File: config.mk
export PLATFORM = sky130hd
export DESIGN_NAME = gpio_line_lease_controller
export DESIGN_NICKNAME = d
export VERILOG_FILES = /design/src/rtl/gllc_pkg.sv /design/src/rtl/gllc_ctrl.sv /design/src/rtl/gllc_datapath.sv /design/src/rtl/gpio_line_lease_controller.sv
export VERILOG_INCLUDE_DIRS = /design/src /design/src/rtl
export SDC_FILE = /design/constraint.sdc
export NUM_CORES = 1
export LEC_CHECK = 0
export ABC_AREA = 1
export BUFFER_PORTS_ARGS = -buffer_cell sky130_fd_sc_hd__buf_2
export CORE_ASPECT_RATIO = 0.75
export CORE_UTILIZATION = 41
export CTS_CLUSTER_SIZE = 16
export DETAILED_ROUTE_END_ITERATION = 7
export GPL_TIMING_DRIVEN = 0
export PLACE_DENSITY = 0.7
export SLEW_MARGIN = 5
export SYNTH_ARGS = -nofsm -noshare
export SYNTH_HDL_FRONTEND = slang
export SYNTH_HIERARCHICAL = 1
export SYNTH_SLANG_ARGS = --single-unit
File: constraint.sdc
create_clock -name clock -period 3.4 [get_ports clock]
set_input_delay 0.34 -clock clock [delete_from_list [all_inputs] [get_ports clock]]
set_output_delay 0.34 -clock clock [all_outputs]
set_load 0.02 [all_outputs]
File: src/rtl/gpio_line_lease_controller_defines.svh
// assertion macros for the gpio line lease controller
`ifndef GPIO_LINE_LEASE_CONTROLLER_DEFINES_SVH
`define GPIO_LINE_LEASE_CONTROLLER_DEFINES_SVH

// same-cycle implication, disabled while reset is high
`define GLLC_ASSERT_NOW(label, clk, rst, ante, cons, msg) \
   label: assert property (@(posedge clk) disable iff (rst) (ante) |-> (cons)) \
      else $error(msg);

// next-cycle implication, disabled while reset is high
`define GLLC_ASSERT_NEXT(label, clk, rst, ante, cons, msg) \
   label: assert property (@(posedge clk) disable iff (rst) (ante) |=> (cons)) \
      else $error(msg);

`endif

File: src/rtl/gllc_pkg.sv
// shared types and constants for the gpio line lease controller
`timescale 1ns / 1ps
`default_nettype none
package gllc_pkg;

   localparam int NUM_LINES = 16;
   localparam int LINE_W    = $clog2(NUM_LINES);
   localparam int IDX_W     = 5;
   localparam int MODE_W    = 4;
   localparam int STATUS_W  = 3;
   localparam int BIAS_W    = 2;
   localparam int FAULT_W   = 6;

   typedef enum logic [MODE_W-1:0] {
      MODE_REQUEST  = 4'd0,
      MODE_RELEASE  = 4'd1,
      MODE_DIR_IN   = 4'd2,
      MODE_DIR_OUT  = 4'd3,
      MODE_GET      = 4'd4,
      MODE_SET      = 4'd5,
      MODE_SET_BIAS = 4'd6,
      MODE_DEBOUNCE = 4'd7,
      MODE_INJECT   = 4'd8
   } mode_type;

   typedef enum logic [STATUS_W-1:0] {
      ST_OK    = 3'd0,
      ST_RANGE = 3'd1,
      ST_BUSY  = 3'd2,
      ST_FAULT = 3'd3,
      ST_PERM  = 3'd4
   } status_type;

   typedef enum logic [1:0] {
      CTRL_IDLE,
      CTRL_EXEC,
      CTRL_RESP
   } ctrl_state_type;

   // commands from the controller to the datapath
   typedef struct packed {
      logic capture;
      logic execute;
   } cmd_type;

endpackage
`default_nettype wire

File: src/rtl/gllc_ctrl.sv
// sequencing state machine: capture, execute, hold result for transfer
`timescale 1ns / 1ps
`default_nettype none
module gllc_ctrl (
   input  logic             clock,
   input  logic             reset,
   input  logic             req_valid,
   output logic             req_stall,
   output logic             rsp_valid,
   input  logic             rsp_stall,
   output gllc_pkg::cmd_type cmd
);

   gllc_pkg::ctrl_state_type state_ff, state_in;

   always_ff @(posedge clock) begin
      if (reset) begin
         state_ff <= gllc_pkg::CTRL_IDLE;
      end else begin
         state_ff <= state_in;
      end
   end

   always_comb begin
      state_in    = state_ff;
      req_stall   = 1'b1;
      rsp_valid   = 1'b0;
      cmd.capture = 1'b0;
      cmd.execute = 1'b0;
      unique case (state_ff)
         gllc_pkg::CTRL_IDLE: begin
            req_stall = 1'b0;
            if (req_valid) begin
               cmd.capture = 1'b1;
               state_in    = gllc_pkg::CTRL_EXEC;
            end
         end
         gllc_pkg::CTRL_EXEC: begin
            cmd.execute = 1'b1;
            state_in    = gllc_pkg::CTRL_RESP;
         end
         gllc_pkg::CTRL_RESP: begin
            rsp_valid = 1'b1;
            if (!rsp_stall) begin
               state_in = gllc_pkg::CTRL_IDLE;
            end
         end
         default: begin
            state_in = gllc_pkg::CTRL_IDLE;
         end
      endcase
   end

endmodule
`default_nettype wire

File: src/rtl/gllc_datapath.sv
// per-line state, fault register, operation decode and result register
`timescale 1ns / 1ps
`default_nettype none
module gllc_datapath (
   input  logic                             clock,
   input  logic                             reset,
   input  gllc_pkg::cmd_type                cmd,
   input  logic [gllc_pkg::MODE_W-1:0]      req_mode,
   input  logic [gllc_pkg::IDX_W-1:0]       req_line_index,
   input  logic                             req_level_in,
   input  logic [gllc_pkg::BIAS_W-1:0]      req_bias_code,
   input  logic                             csr_write,
   input  logic signed [gllc_pkg::FAULT_W-1:0] csr_fault_line,
   output logic [gllc_pkg::STATUS_W-1:0]    rsp_status,
   output logic                             rsp_level_out,
   output logic                             rsp_irq_pulse,
   output logic [gllc_pkg::IDX_W-1:0]       rsp_irq_line
);

   localparam int N = gllc_pkg::NUM_LINES;

   // captured item
   logic [gllc_pkg::MODE_W-1:0] mode_ff;
   logic [gllc_pkg::IDX_W-1:0]  idx_ff;
   logic                        lv_ff;
   logic [gllc_pkg::BIAS_W-1:0] bias_ff;

   logic signed [gllc_pkg::FAULT_W-1:0] fault_ff;

   logic                        leased_ff [N];
   logic                        is_output_ff [N];
   logic                        level_ff [N];
   logic [gllc_pkg::BIAS_W-1:0] bias_state_ff [N];
   logic                        leased_in [N];
   logic                        is_output_in [N];
   logic                        level_in [N];
   logic [gllc_pkg::BIAS_W-1:0] bias_state_in [N];

   gllc_pkg::status_type        status_ff, status_in;
   logic                        lout_ff, lout_in;
   logic                        pulse_ff, pulse_in;
   logic [gllc_pkg::IDX_W-1:0]  iline_ff, iline_in;

   logic [gllc_pkg::LINE_W-1:0] sel;
   logic                        in_range;
   logic                        faults;

   assign sel      = idx_ff[gllc_pkg::LINE_W-1:0];
   assign in_range = {1'b0, idx_ff} < (gllc_pkg::IDX_W+1)'(N);
   assign faults   = !fault_ff[gllc_pkg::FAULT_W-1]
                     && (fault_ff[gllc_pkg::IDX_W-1:0] == idx_ff);

   always_ff @(posedge clock) begin
      if (cmd.capture) begin
         mode_ff <= req_mode;
         idx_ff  <= req_line_index;
         lv_ff   <= req_level_in;
         bias_ff <= req_bias_code;
      end
   end

   always_ff @(posedge clock) begin
      if (reset) begin
         fault_ff <= '1;
      end else if (csr_write) begin
         fault_ff <= csr_fault_line;
      end
   end

   always_comb begin
      leased_in     = leased_ff;
      is_output_in  = is_output_ff;
      level_in      = level_ff;
      bias_state_in = bias_state_ff;
      status_in     = gllc_pkg::ST_OK;
      lout_in       = 1'b0;
      pulse_in      = 1'b0;
      iline_in      = '0;
      if (!in_range) begin
         status_in = gllc_pkg::ST_RANGE;
      end else begin
         unique case (mode_ff) inside
            gllc_pkg::MODE_REQUEST: begin
               if (leased_ff[sel]) begin
                  status_in = gllc_pkg::ST_BUSY;
               end else if (faults) begin
                  status_in = gllc_pkg::ST_FAULT;
               end else begin
                  leased_in[sel] = 1'b1;
               end
            end
            gllc_pkg::MODE_RELEASE: begin
               leased_in[sel]     = 1'b0;
               is_output_in[sel]  = 1'b0;
               level_in[sel]      = 1'b0;
               bias_state_in[sel] = '0;
            end
            gllc_pkg::MODE_INJECT: begin
               if (!leased_ff[sel] || is_output_ff[sel]) begin
                  status_in = gllc_pkg::ST_BUSY;
               end else begin
                  level_in[sel] = !level_ff[sel];
                  pulse_in      = 1'b1;
                  iline_in      = idx_ff;
               end
            end
            gllc_pkg::MODE_DIR_IN, gllc_pkg::MODE_DIR_OUT, gllc_pkg::MODE_GET,
            gllc_pkg::MODE_SET, gllc_pkg::MODE_SET_BIAS, gllc_pkg::MODE_DEBOUNCE: begin
               if (faults) begin
                  status_in = gllc_pkg::ST_FAULT;
               end else begin
                  case (mode_ff)
                     gllc_pkg::MODE_DIR_IN: begin
                        is_output_in[sel] = 1'b0;
                     end
                     gllc_pkg::MODE_DIR_OUT: begin
                        level_in[sel]     = lv_ff;
                        is_output_in[sel] = 1'b1;
                     end
                     gllc_pkg::MODE_GET: begin
                        lout_in = level_ff[sel];
                     end
                     gllc_pkg::MODE_SET: begin
                        if (!is_output_ff[sel]) begin
                           status_in = gllc_pkg::ST_PERM;
                        end else begin
                           level_in[sel] = lv_ff;
                        end
                     end
                     gllc_pkg::MODE_SET_BIAS: begin
                        bias_state_in[sel] = bias_ff;
                     end
                     default: begin
                        // debounce: fault check only
                     end
                  endcase
               end
            end
            default: begin
               status_in = gllc_pkg::ST_PERM;
            end
         endcase
      end
   end

   always_ff @(posedge clock) begin
      if (reset) begin
         for (int i = 0; i < N; i++) begin
            leased_ff[i]     <= 1'b0;
            is_output_ff[i]  <= 1'b0;
            level_ff[i]      <= 1'b0;
            bias_state_ff[i] <= '0;
         end
      end else if (cmd.execute) begin
         leased_ff     <= leased_in;
         is_output_ff  <= is_output_in;
         level_ff      <= level_in;
         bias_state_ff <= bias_state_in;
      end
   end

   always_ff @(posedge clock) begin
      if (cmd.execute) begin
         status_ff <= status_in;
         lout_ff   <= lout_in;
         pulse_ff  <= pulse_in;
         iline_ff  <= iline_in;
      end
   end

   assign rsp_status    = status_ff;
   assign rsp_level_out = lout_ff;
   assign rsp_irq_pulse = pulse_ff;
   assign rsp_irq_line  = iline_ff;

endmodule
`default_nettype wire

File: src/rtl/gpio_line_lease_controller.sv
// top level of the gpio line lease controller
//
//   channel   direction  handshake          payload
//   req_      in         valid / stall      mode, line_index, level_in, bias_code
//   rsp_      out        valid / stall      status, level_out, irq_pulse, irq_line
//   csr_      in         valid / ready      fault_line
//
// each item passes through capture, execute and present, and stays in present while the output stalls
// one item in flight at a time, set by the three-state sequencer in gllc_ctrl
// per-line state lives in flops and is read and written in the execute cycle
// synchronous reset clears all line state and sets fault_line to -1 (none)
// req_stall stays high from capture until the result transfer completes
`timescale 1ns / 1ps
`default_nettype none
`include "gpio_line_lease_controller_defines.svh"
module gpio_line_lease_controller (
   input  logic                                 clock,
   input  logic                                 reset,
   // request channel
   input  logic                                 req_valid,
   output logic                                 req_stall,
   input  logic [gllc_pkg::MODE_W-1:0]          req_mode,
   input  logic [gllc_pkg::IDX_W-1:0]           req_line_index,
   input  logic                                 req_level_in,
   input  logic [gllc_pkg::BIAS_W-1:0]          req_bias_code,
   // response channel
   output logic                                 rsp_valid,
   input  logic                                 rsp_stall,
   output logic [gllc_pkg::STATUS_W-1:0]        rsp_status,
   output logic                                 rsp_level_out,
   output logic                                 rsp_irq_pulse,
   output logic [gllc_pkg::IDX_W-1:0]           rsp_irq_line,
   // configuration channel
   input  logic                                 csr_valid,
   output logic                                 csr_ready,
   input  logic signed [gllc_pkg::FAULT_W-1:0]  csr_fault_line
);

   gllc_pkg::cmd_type cmd;
   logic              csr_write;

   // fault register takes a write in any cycle
   assign csr_ready = 1'b1;
   assign csr_write = csr_valid && csr_ready;

   gllc_ctrl u_ctrl (
      .clock     (clock),
      .reset     (reset),
      .req_valid (req_valid),
      .req_stall (req_stall),
      .rsp_valid (rsp_valid),
      .rsp_stall (rsp_stall),
      .cmd       (cmd)
   );

   gllc_datapath u_datapath (
      .clock          (clock),
      .reset          (reset),
      .cmd            (cmd),
      .req_mode       (req_mode),
      .req_line_index (req_line_index),
      .req_level_in   (req_level_in),
      .req_bias_code  (req_bias_code),
      .csr_write      (csr_write),
      .csr_fault_line (csr_fault_line),
      .rsp_status     (rsp_status),
      .rsp_level_out  (rsp_level_out),
      .rsp_irq_pulse  (rsp_irq_pulse),
      .rsp_irq_line   (rsp_irq_line)
   );

   // no new request while a result is pending
   `GLLC_ASSERT_NOW(a_single_item, clock, reset, rsp_valid, req_stall, "request taken with result pending")
   // a request transfer is followed by the execute cycle, never a result
   `GLLC_ASSERT_NEXT(a_exec_gap, clock, reset, req_valid && !req_stall, !rsp_valid && req_stall, "result shown without execute cycle")
   // interrupt pulse only on a successful inject
   `GLLC_ASSERT_NOW(a_irq_ok, clock, reset, rsp_valid && rsp_irq_pulse, rsp_status == gllc_pkg::ST_OK && rsp_level_out == 1'b0, "irq pulse with bad status")
   // level returned only on success
   `GLLC_ASSERT_NOW(a_level_ok, clock, reset, rsp_valid && rsp_level_out, rsp_status == gllc_pkg::ST_OK, "level returned on failed operation")
   // irq line is zero when no pulse
   `GLLC_ASSERT_NOW(a_irq_line_zero, clock, reset, rsp_valid && !rsp_irq_pulse, rsp_irq_line == '0, "irq line set without pulse")

endmodule
`default_nettype wire
# [Word-level counts from Yosys, hierarchy flattened]
# Cells that the tools add are included.
[totals] reg_bits=76 input_bits=23 output_inout_bits=13 word_cells=150
[op_classes] n_lt_le_gt_ge=3 eq_ne=20 muxes=40 bitwise=11 reduce_logical=19
[ops] op="16-bit one-hot mux with 2 select lines" count=4
[ops] op="16-bit 2-to-1 mux" count=6
[ops] op="16-bit AND" count=3
[ops] op="16-bit one-hot mux with 3 select lines" count=1
[ops] op="16-bit bitwise mux" count=2
[ops] op="16-bit bitwise OR" count=2
[ops] op="4-bit by 3-bit equality test with 1-bit output (second input constant)" count=4
[ops] op="16-bit NOT" count=1
[ops] op="1-bit 2-to-1 mux" count=13
[ops] op="1-bit binary-select mux with 4-bit select" count=3
[ops] op="3-bit 2-to-1 mux" count=4
[ops] op="2-bit != test (second input constant)" count=6
[ops] op="3-bit one-hot mux with 4 select lines" count=1
[ops] op="5-bit AND reduction" count=2
[ops] op="4-bit by 2-bit equality test with 1-bit output (second input constant)" count=2
[ops] op="2-bit 2-to-1 mux" count=4
[ops] op="7-bit AND reduction" count=1
[ops] op="3-bit by 1-bit != test with 1-bit output (second input constant)" count=2
[ops] op="2-bit one-hot mux with 3 select lines" count=1
[ops] op="6-bit OR reduction" count=1
[ops] op="5-bit equality test" count=1
[ops] op="5-bit >= comparator (second input constant)" count=1
[ops] op="5-bit by 1-bit < comparator with 1-bit output (second input constant)" count=1
[ops] op="5-bit < comparator (second input constant)" count=1
[ops] op="other kinds (18)" count=26

# [Depth between registers and ports, before layout]
# Gate-level depths: netlist of run 1.
[depth] depth_word=10 mapped_depth=17 mapped_depth_nobuf=15

# [Cells and area by module]
# The synthesis of run 1 kept the hierarchy.
[by_module_without_submodules] mod="gllc_datapath" instances=1 cells_per_inst=615 area_each_um2=4159.0 seq_area_each_um2=1681.6
[by_module_without_submodules] mod="gllc_ctrl" instances=1 cells_per_inst=14 area_each_um2=111.4 seq_area_each_um2=40.0
[by_module_without_submodules] mod="gpio_line_lease_controller" instances=1 cells_per_inst=2 area_each_um2=11.3 seq_area_each_um2=0.0

# [Worst setup path after synthesis of run 1]
# No wires, ideal clock.
[synth_path] path_kind="reg-to-reg" from="register u_ctrl.state_ff[1]" to="register (tool-made name)" arrival_time_ns=1.745 required_time_ns=3.268 path_slack_ns=1.523 stages_incl_launch_ff=13 path_cell_list="dfxtp_1 -> inv_2 -> nand2_2 -> inv_1 -> buf_4 -> inv_1 -> nor2_1 -> nand3_1 -> nor2_1 -> buf_2 -> nand3_1 -> nand2_1 -> a21oi_1"
[synth_rtl] item="start: declaration" line="gllc_ctrl.sv:14" text="gllc_pkg::ctrl_state_type state_ff, state_in;"
[synth_rtl] item="start signal: assignment" line="gllc_ctrl.sv:18" text="state_ff <= gllc_pkg::CTRL_IDLE;"
[synth_rtl] item="start signal: assignment" line="gllc_ctrl.sv:20" text="state_ff <= state_in;"

==> results of run 1 <==
[power breakdown]
part	switching (mW)	internal [mW]
Combinational	0.180	0.0661
Clock	0.357	0.491
Sequential	0.0165	0.957
Total	0.554	1.51
[per-stage QoR]
step                setup WS, ns  total power, mW  hold WS [ns]
CTS                       0.9498            2.079        0.1645
global placement           1.050            1.226        0.4474
detailed placement         1.000            1.232        0.4550
finish                    0.8757            2.068        0.1740
global route              0.6495            2.152        0.1615
floorplan                  1.523            1.151        0.4024
[final timing paths]
path	start	endpoint	slack, ns
setup / recovery	u_ctrl/state_ff[0]	flip-flop	0.88
setup reg to reg	u_ctrl/state_ff[0]	flip-flop	0.88
hold / removal	req_line_index[4]	u_datapath/idx_ff[4]	0.17
hold reg to reg	flip-flop	flip-flop	0.47
[layout make-up]
type / count / area share (%)
clock inverters: 3 / 0.3091
multi-input cells: 467 / 43.89
flip-flops and latches: 76 / 35.45
plain buffers: 36 / 4.791
well taps: 132 / 3.400
repair buffers: 31 / 3.194
inverters: 52 / 4.019
clock buffers: 13 / 4.946
[per-layer routing]
layer  routed length (um)  up-vias  global-route usage [%]
li1                     -     2150                       -
met1                 5989     2048                   35.90
met2                 5499      220                   35.01
met3                 1434       26                   7.702
met4                  192        0                   7.083
met5                    0        -                       0
[cells by family after synthesis]
kind of cell	count (synthesis)
and+or+nand+nor	378
AOI/OAI and AO/OA	86
other	2
buffers and inverters	88
xor gates and xnor gates	1
DFF	76
[cell usage in the layout (no fill, tap or decap)]
cell type  Yosys  final
a21oi_1       52     52
a21oi_2        2      2
a31oi_1        1      1
buf_2          9     40
buf_4          7      7
buf_6          8      8
clkbuf_1      12     16
clkbuf_16      0      9
clkinv_2       0      3
conb_1         2      2
dfxtp_1       56     56
edfxtp_1      20     20
inv_1         44     44
inv_2          8      8
nand2_1      197    197
nand2_2        7      7
nand3_1       27     27
nand3_2        1      1
nand3_4        1      1
nand4_1       32     32
nor2_1        86     86
nor2_2         4      4
nor2_4         1      1
nor3_1        19     19
nor3_2         1      1
nor3_4         1      1
nor4_1         1      1
o211ai_1      16     16
o21ai_0       12     12
o21ai_1        2      2
o21ai_2        1      1
xor2_1         1      1
==> impl_metrics.ini, run 1 <==
[cts]
cts_tree = built
cts_buffers = 9
postCtsSetupRepairBufs = 0
cts_root_buf = clkbuf_16
clk_path_buf_depth = 2
cts_resized = 0
path_clk_slew_ns = 0.06
clock-sinks = 76
ctsHtreeMaxLevel = 3
cts_hold_buffers = 0
clock_latency_ns = 0.34

[logic_synthesis]
synth-simple-area-share_pct = 38.14
synth-xor-area-share_pct = 0.2046
synth-edff-count = 20
synth.most_common_cell = nand2_1
synth.ff_latch_count = 76
yosysWarnings = 6
ys_seq_area_share_pct = 40.21
netlist_instances = 631
synth_area_leaders = dfxtp_1 26%, nand2_1 17%, edfxtp_1 14%, nor2_1 7.5%, a21oi_1 6.1%
yosys.area.top_type = dfxtp_1
synthDistinctLibCells = 30
synth_compound_area_share_pct = 11.28
postSynthNetCount = 654
synthMuxAreaShare_pct = 0
syn_area_sq_mm = 0.004282
synth_top_area_share_pct = 26.18
synth_top_family_by_area = simple AND/OR/NAND/NOR gates
ys.flop_type = dfxtp_1
async_reset_ff_share_pct = 0
synthTopCellsByCount = 197 x nand2_1, 86 x nor2_1, 56 x dfxtp_1, 52 x a21oi_1, 44 x inv_1
synth.avg_cell_area_sq_um = 6.785
synth-adder-area-share_pct = 0

[placed_design]
dp_hpwl_mm = 9.351
placed_area_sq_mm = 0.004602
placedCellCount = 794
gp_congestion = 0.9104
port_buffers = 31

[sta]
fin_worst_skew_ns = 0.007240
hold_viol = 0
setup_viol = 0
worst_slew_pin_slew_ns = 1.088
rsz0062_at_grt = no
max_slew_margin_pct = 27.21
setup_tns_ns = 0
min_period_over_period_pct = 74.25
fmax_mhz = 396.1
maxSlewViolCount = 0
period_minus_slack_ns = 2.524

[detailed_routing]
ant_nets = 0
drtIter0Drc = 389
wl_per_cell_um = 16.19
wirelength_mm = 13.12
viasPerCell = 5.486
first_pass_iters = 5
drc = 0
dr_total_vias = 4444

[floorplan]
die_area_sq_mm = 0.01086
start_util_pct = 43.29
die_h_um = 90.50
num_rows = 31
pin_count = 36
core-area_sq_mm = 0.009891
die_w_um = 120

[setup_path]
end_kind = flip-flop
reg2reg_depth = 11
path_buf_inv = 4
crit_path_max_fanout = 11
critPathKind = flip-flop to flip-flop
cp.depth = 11
crit_family = simple AND/OR/NAND/NOR gates
cp-start-kind = flip-flop
slowest_delay_ns = 0.53
required_ns = 3.60
cp_cell_sequence = nand2_2 -> inv_1 -> buf_4 -> inv_1 -> nor2_1 -> nand3_1 -> nor2_1 -> buf_2 -> nand3_1 -> nand2_1 -> a21oi_1
timing.critical_path.slowest_stage_cell = nor2_1
arrival_ns = 2.73

[final_layout]
fill_cells = 1020
antenna_cells = 0
syn_to_final_growth_pct = 13.44
regArea_sq_mm = 0.001722
design_area_sq_mm = 0.004857
fin_util_pct = 49.11
final_layout_size_suffix_gt1_share_pct = 13.86
fin_cells = 810
multi_input_area_sq_mm = 0.002132
layout.nets = 696

[run]
drv_cap = 0

[grt]
antenna_found_initial = 0
grt_pass1_vias = 3929
grt_max_degree = 13
grt_overflow = 0
grt_usage_pct = 24.84
grt_pass1_wl_mm = 20.64

[power_and_ir_drop]
p_leak_nw = 2.074
worst_ir_drop_vdd_uv = 306.7
pwr_density_cell_mw_per_mm2 = 425.8

[worst_hold_path]
hold_path_class = primary input to flip-flop
min_path_cells = 1

[status]
outcome = completed
(Power assumes the default switching activity.)
==> run 2, diff against run 1 <==
==> constraint.sdc (replaced) <==
create_clock -name clock -period 2.5 [get_ports clock]
set_input_delay 0.25 -clock clock [delete_from_list [all_inputs] [get_ports clock]]
set_output_delay 0.25 -clock clock [all_outputs]
set_load 0.02 [all_outputs]
==> impl_metrics.ini, run 2 (synthesis results as in run 1) <==
[power_and_ir_drop]
p_seq_share_pct = 47.0
power_mw = 2.816
p_sw_share_pct = 26.86
worst_ir_drop_vdd_uv = 417.1
pwr-share-clk_pct = 41.0
internal_power_mw = 2.060
p_leak_nw = 2.074
pwr_density_cell_mw_per_mm2 = 578.9
netSwitchingPower_mw = 0.7563
combPwrFrac_pct = 11.9

[grt]
grt_pass1_wl_mm = 20.64
grt_max_degree = 13
grt_overflow = 0
antenna_found_initial = 0
grt_usage_pct = 24.84
grt_pass1_vias = 3929

[cts]
cts_root_buf = clkbuf_16
clk_path_buf_depth = 2
cts_buffers = 9
clock_latency_ns = 0.34
ctsHtreeMaxLevel = 3
cts_tree = built
clock-sinks = 76
path_clk_slew_ns = 0.06
cts_hold_buffers = 0

[detailed_routing]
first_pass_iters = 5
viasPerCell = 5.494
drtIter0Drc = 408
wirelength_mm = 13.11
wl_per_cell_um = 16.19
ant_nets = 0
drc = 0
dr_total_vias = 4450

[final_layout]
antenna_cells = 0
layout.nets = 696
syn_to_final_growth_pct = 13.62
fin_cells = 810
final_cell_mix = 197 x nand2_1, 85 x nor2_1, 56 x dfxtp_1
design_area_sq_mm = 0.004865
final_layout_size_suffix_gt1_share_pct = 14.01
final_common_cell = nand2_1
fin_util_pct = 49.18

[setup_path]
end_kind = flip-flop
arrival_ns = 2.49
required_ns = 2.77
crit_path_max_fanout = 10
critPathKind = flip-flop to flip-flop
cp-start-kind = flip-flop

[sta]
worst_slew_pin_slew_ns = 1.090
setup_tns_ns = 0
fmax_mhz = 448.8
period_minus_slack_ns = 2.228
setup_viol = 0
rsz0062_at_grt = no
max_slew_margin_pct = 27.04
fin_worst_skew_ns = 0.006102
hold_viol = 0
min_period_over_period_pct = 89.13
maxSlewViolCount = 0

[worst_hold_path]
hold_path_class = primary input to flip-flop

[floorplan]
die_w_um = 120
core-area_sq_mm = 0.009891
pin_count = 36
die_area_sq_mm = 0.01086
die_h_um = 90.50
num_rows = 31
start_util_pct = 43.29

[placed_design]
port_buffers = 31
placed_area_sq_mm = 0.004602
dp_hpwl_mm = 9.351
placedCellCount = 794
gp_congestion = 0.9104

[run]
drv_cap = 0

[status]
outcome = completed
[run 2: area by class of cell]
| cell class | instances | area (sq um) |
|---|---|---|
| buffer | 36 | 232.7 |
| clock buffer | 13 | 240.2 |
| clock inverter | 3 | 15.01 |
| fill | 1018 | 5026 |
| inverter | 52 | 195.2 |
| multi-input combinational | 467 | 2140 |
| sequential | 76 | 1722 |
| tap | 132 | 165.2 |
| timing repair buffer | 31 | 155.1 |
[run 2: repair_timing]
item                                    4_1_cts  5_1_grt
endpoints found under the setup margin        0       31
setup buffers                                 0        0
endpoints found under the hold margin         0        0
resized for setup                             0        2
[run 2: final timing paths]
| kind | start | end | slack, ns | cells past startpoint |
|---|---|---|---|---|
| hold / removal | req_line_index[4] | u_datapath/idx_ff[4] | 0.08 | 1 |
| setup / recovery | u_datapath/mode_ff[2] | flip-flop | 0.27 | 8 |
| hold reg to reg | flip-flop | flip-flop | 0.47 | 2 |
| setup reg to reg | u_datapath/mode_ff[2] | flip-flop | 0.27 | 8 |
[run 2: through the flow]
stage	hold slack, ns	setup slack [ns]
floorplan	0.3124	0.6230
global placement	0.4263	0.1499
detailed placement	0.4284	0.1004
CTS	0.07452	0.04977
global route	0.07151	0.1078
finish	0.08353	0.2717
[run 2: metal layers]
| metal | vias to the layer above | routed length (um) | GRT usage (%) |
|---|---|---|---|
| met5 | - | 0 | 0 |
| met4 | 0 | 159 | 7.083 |
| met3 | 25 | 1397 | 7.702 |
| met2 | 233 | 5520 | 35.01 |
| met1 | 2047 | 6033 | 35.90 |
| li1 | 2145 | - | - |
[run 2: power by group through the flow]
stage / registers, mW / clock network (mW) / logic [mW]
2_1_floorplan: 1.35 / 0 / 0.212
3_3_place_gp: 1.35 / 0 / 0.319
3_5_place_dp: 1.35 / 0 / 0.325
4_1_cts: 1.32 / 1.18 / 0.327
5_1_grt: 1.33 / 1.24 / 0.365
6_report: 1.32 / 1.16 / 0.336
[run 2: critical path, cell delays in order, from the launching register on]
cell,delay [ns]
edfxtp_1,0.46
o21ai_2,0.52
inv_2,0.09
nand3_4,0.17
inv_2,0.07
nor3_4,0.33
buf_4,0.25
o211ai_1,0.10
a21oi_1,0.15
==> run 3, diff against run 2 <==
--- a/config.mk
+++ b/config.mk
@@ -6,14 +6,13 @@
 export SDC_FILE = /design/constraint.sdc
 export NUM_CORES = 1
 export LEC_CHECK = 0
-export ABC_AREA = 1
 export BUFFER_PORTS_ARGS = -buffer_cell sky130_fd_sc_hd__buf_2
 export CORE_ASPECT_RATIO = 0.75
 export CORE_UTILIZATION = 41
 export CTS_CLUSTER_SIZE = 16
 export DETAILED_ROUTE_END_ITERATION = 7
 export GPL_TIMING_DRIVEN = 0
-export PLACE_DENSITY = 0.7
+export PLACE_DENSITY = 0.71
 export SLEW_MARGIN = 5
 export SYNTH_ARGS = -nofsm -noshare
 export SYNTH_HDL_FRONTEND = slang
==> impl_metrics.ini, run 3 <==
[cts]
cts_root_buf = clkbuf_16
clock-sinks = 76
cts_hold_buffers = 0
ctsHtreeMaxLevel = 3
clock_latency_ns = 0.34
cts_tree = built
clk_path_buf_depth = 2
cts_buffers = 9
path_clk_slew_ns = 0.06

[logic_synthesis]
yosys.area.top_type = dfxtp_1
synth_top_area_share_pct = 30.13
async_reset_ff_share_pct = 0
synthDistinctLibCells = 49
synth_area_leaders = dfxtp_1 30%, edfxtp_1 16%, a211oi_1 6.7%, mux4_1 4.9%, nand2_1 3.6%
yosysWarnings = 6
synth.most_common_cell = dfxtp_1
synthTopCellsByCount = 56 x dfxtp_1, 36 x nand2_1, 33 x a211oi_1, 20 x a21oi_1, 20 x edfxtp_1
syn_area_sq_mm = 0.003721
postSynthNetCount = 382
synth.avg_cell_area_sq_um = 10.37
netlist_instances = 359
synth.ff_latch_count = 76
ys_seq_area_share_pct = 46.27
ys.flop_type = dfxtp_1
synth-edff-count = 20

[worst_hold_path]
min_path_cells = 1
hold_path_class = primary input to flip-flop

[sta]
fin_worst_skew_ns = 0.01150
rsz0062_at_grt = yes
max_slew_margin_pct = 35.81
maxSlewViolCount = 0
setup_ws_ns = -0.1167
min_period_over_period_pct = 104.7
period_minus_slack_ns = 2.617
fmax_mhz = 382.2
hold_ws_ns = 0.07597
setup_tns_ns = -0.4662
worst_slew_pin_slew_ns = 0.9629
setup_viol = 17
hold_viol = 0

[placed_design]
gp_congestion = 0.8937
placed_area_sq_mm = 0.004011
port_buffers = 31
dp_hpwl_mm = 6.878

[setup_path]
cp-start-kind = flip-flop
required_ns = 2.73
critPathKind = flip-flop to flip-flop
arrival_ns = 2.85
end_kind = flip-flop
reg2reg_depth = 9
crit_path_max_fanout = 10

[final_layout]
final_cell_mix = 56 x dfxtp_1, 36 x buf_2, 34 x nand2_1
final_layout_size_suffix_gt1_share_pct = 38.94
antenna_cells = 0
fin_util_pct = 58.69
design_area_sq_mm = 0.005069
syn_to_final_growth_pct = 36.21
final_common_cell = dfxtp_1
fill_cells = 666
layout.nets = 452

[floorplan]
die_w_um = 112.0
core-area_sq_mm = 0.008636
num_rows = 29
die_area_sq_mm = 0.009465
die_h_um = 84.51
pin_count = 36
start_util_pct = 43.09

[detailed_routing]
viasPerCell = 6.478
ant_nets = 0
wl_per_cell_um = 21.61
wirelength_mm = 11.71
drc = 4
drtIter0Drc = 411
first_pass_iters = 8
dr_total_vias = 3511

[run]
drv_cap = 0

[grt]
grt_pass1_vias = 3218
grt_overflow = 0
grt_max_degree = 13
grt_pass1_wl_mm = 17.24
antenna_found_initial = 0
grt_usage_pct = 23.84

[power_and_ir_drop]
pwr_density_cell_mw_per_mm2 = 575.3
p_leak_nw = 1.780
worst_ir_drop_vdd_uv = 372.8
power_mw = 2.916

[status]
outcome = complete, but fails checks
violations = DRC, setup timing
## run 3: repair_timing
item	CTS	global route
gates resized for setup	68	52
setup buffers	14	12
endpoints found under the setup margin	46	50
pin swaps	16	23
gates cloned	2	1
hold endpoints to repair	0	0
## run 3: final cells by class
cell class	instances	area [sq um]	area share, %
Clock buffer	12	267.8	5.283
Clock inverter	4	21.27	0.4196
Sequential cell	76	1722	33.97
Timing Repair Buffer	60	449.2	8.862
Inverter	3	11.26	0.2222
Buffer	29	209.0	4.122
Tap cell	108	135.1	2.666
Multi-Input combinational cell	250	2253	44.46
## run 3: cell families after synthesis
| group | Yosys count | synth area share (%) |
|---|---|---|
| flops | 76 | 46.27 |
| xor+xnor | 6 | 1.412 |
| other cells | 2 | 0.2018 |
| simple gates | 103 | 14.29 |
| mux | 23 | 11.33 |
| buf+inv | 33 | 4.674 |
| compound gates | 116 | 21.82 |
## run 3: critical path, cell delays in order (launching register included)
cell	delay (ns)
edfxtp_1	0.40
buf_6	0.21
buf_2	0.30
mux4_2	0.41
a22oi_2	0.19
nand2_2	0.17
o21ai_4	0.27
buf_6	0.18
a31oi_1	0.11
a211oi_1	0.27
## run 3: final timing paths
kind / start / endpoint / slack [ns]
worst max-delay path: u_datapath/idx_ff[1] / flip-flop / -0.12
worst max register to register: u_datapath/idx_ff[1] / flip-flop / -0.12
worst min-delay path: req_line_index[2] / u_datapath/idx_ff[2] / 0.08
worst min register to register: u_datapath/level_ff[9] / u_datapath/level_ff[9] / 0.48
## run 3: power by group
part | internal, mW | switching [mW] | leakage, nW
clock network | 0.752 | 0.495 | 0.141
registers | 1.29 | 0.0287 | 0.642
logic | 0.134 | 0.212 | 0.997
## run 3: through the flow
step,worst slack (ns),std cells
after floorplan,0.1405,359
after global placement,-0.4410,498
after detailed placement,-0.5236,498
after CTS,0.003535,530
after global routing,-0.1642,542
final,-0.1167,542
## run 3: per-layer routing
metal	wire length, um	GRT usage [%]	vias up	share of wire (%)
met3	1305	8.592	39	11
met5	0	0	-	0
met2	5200	33.94	268	44
met4	355	8.970	0	3.0
li1	-	-	1528	-
met1	4850	33.03	1676	41
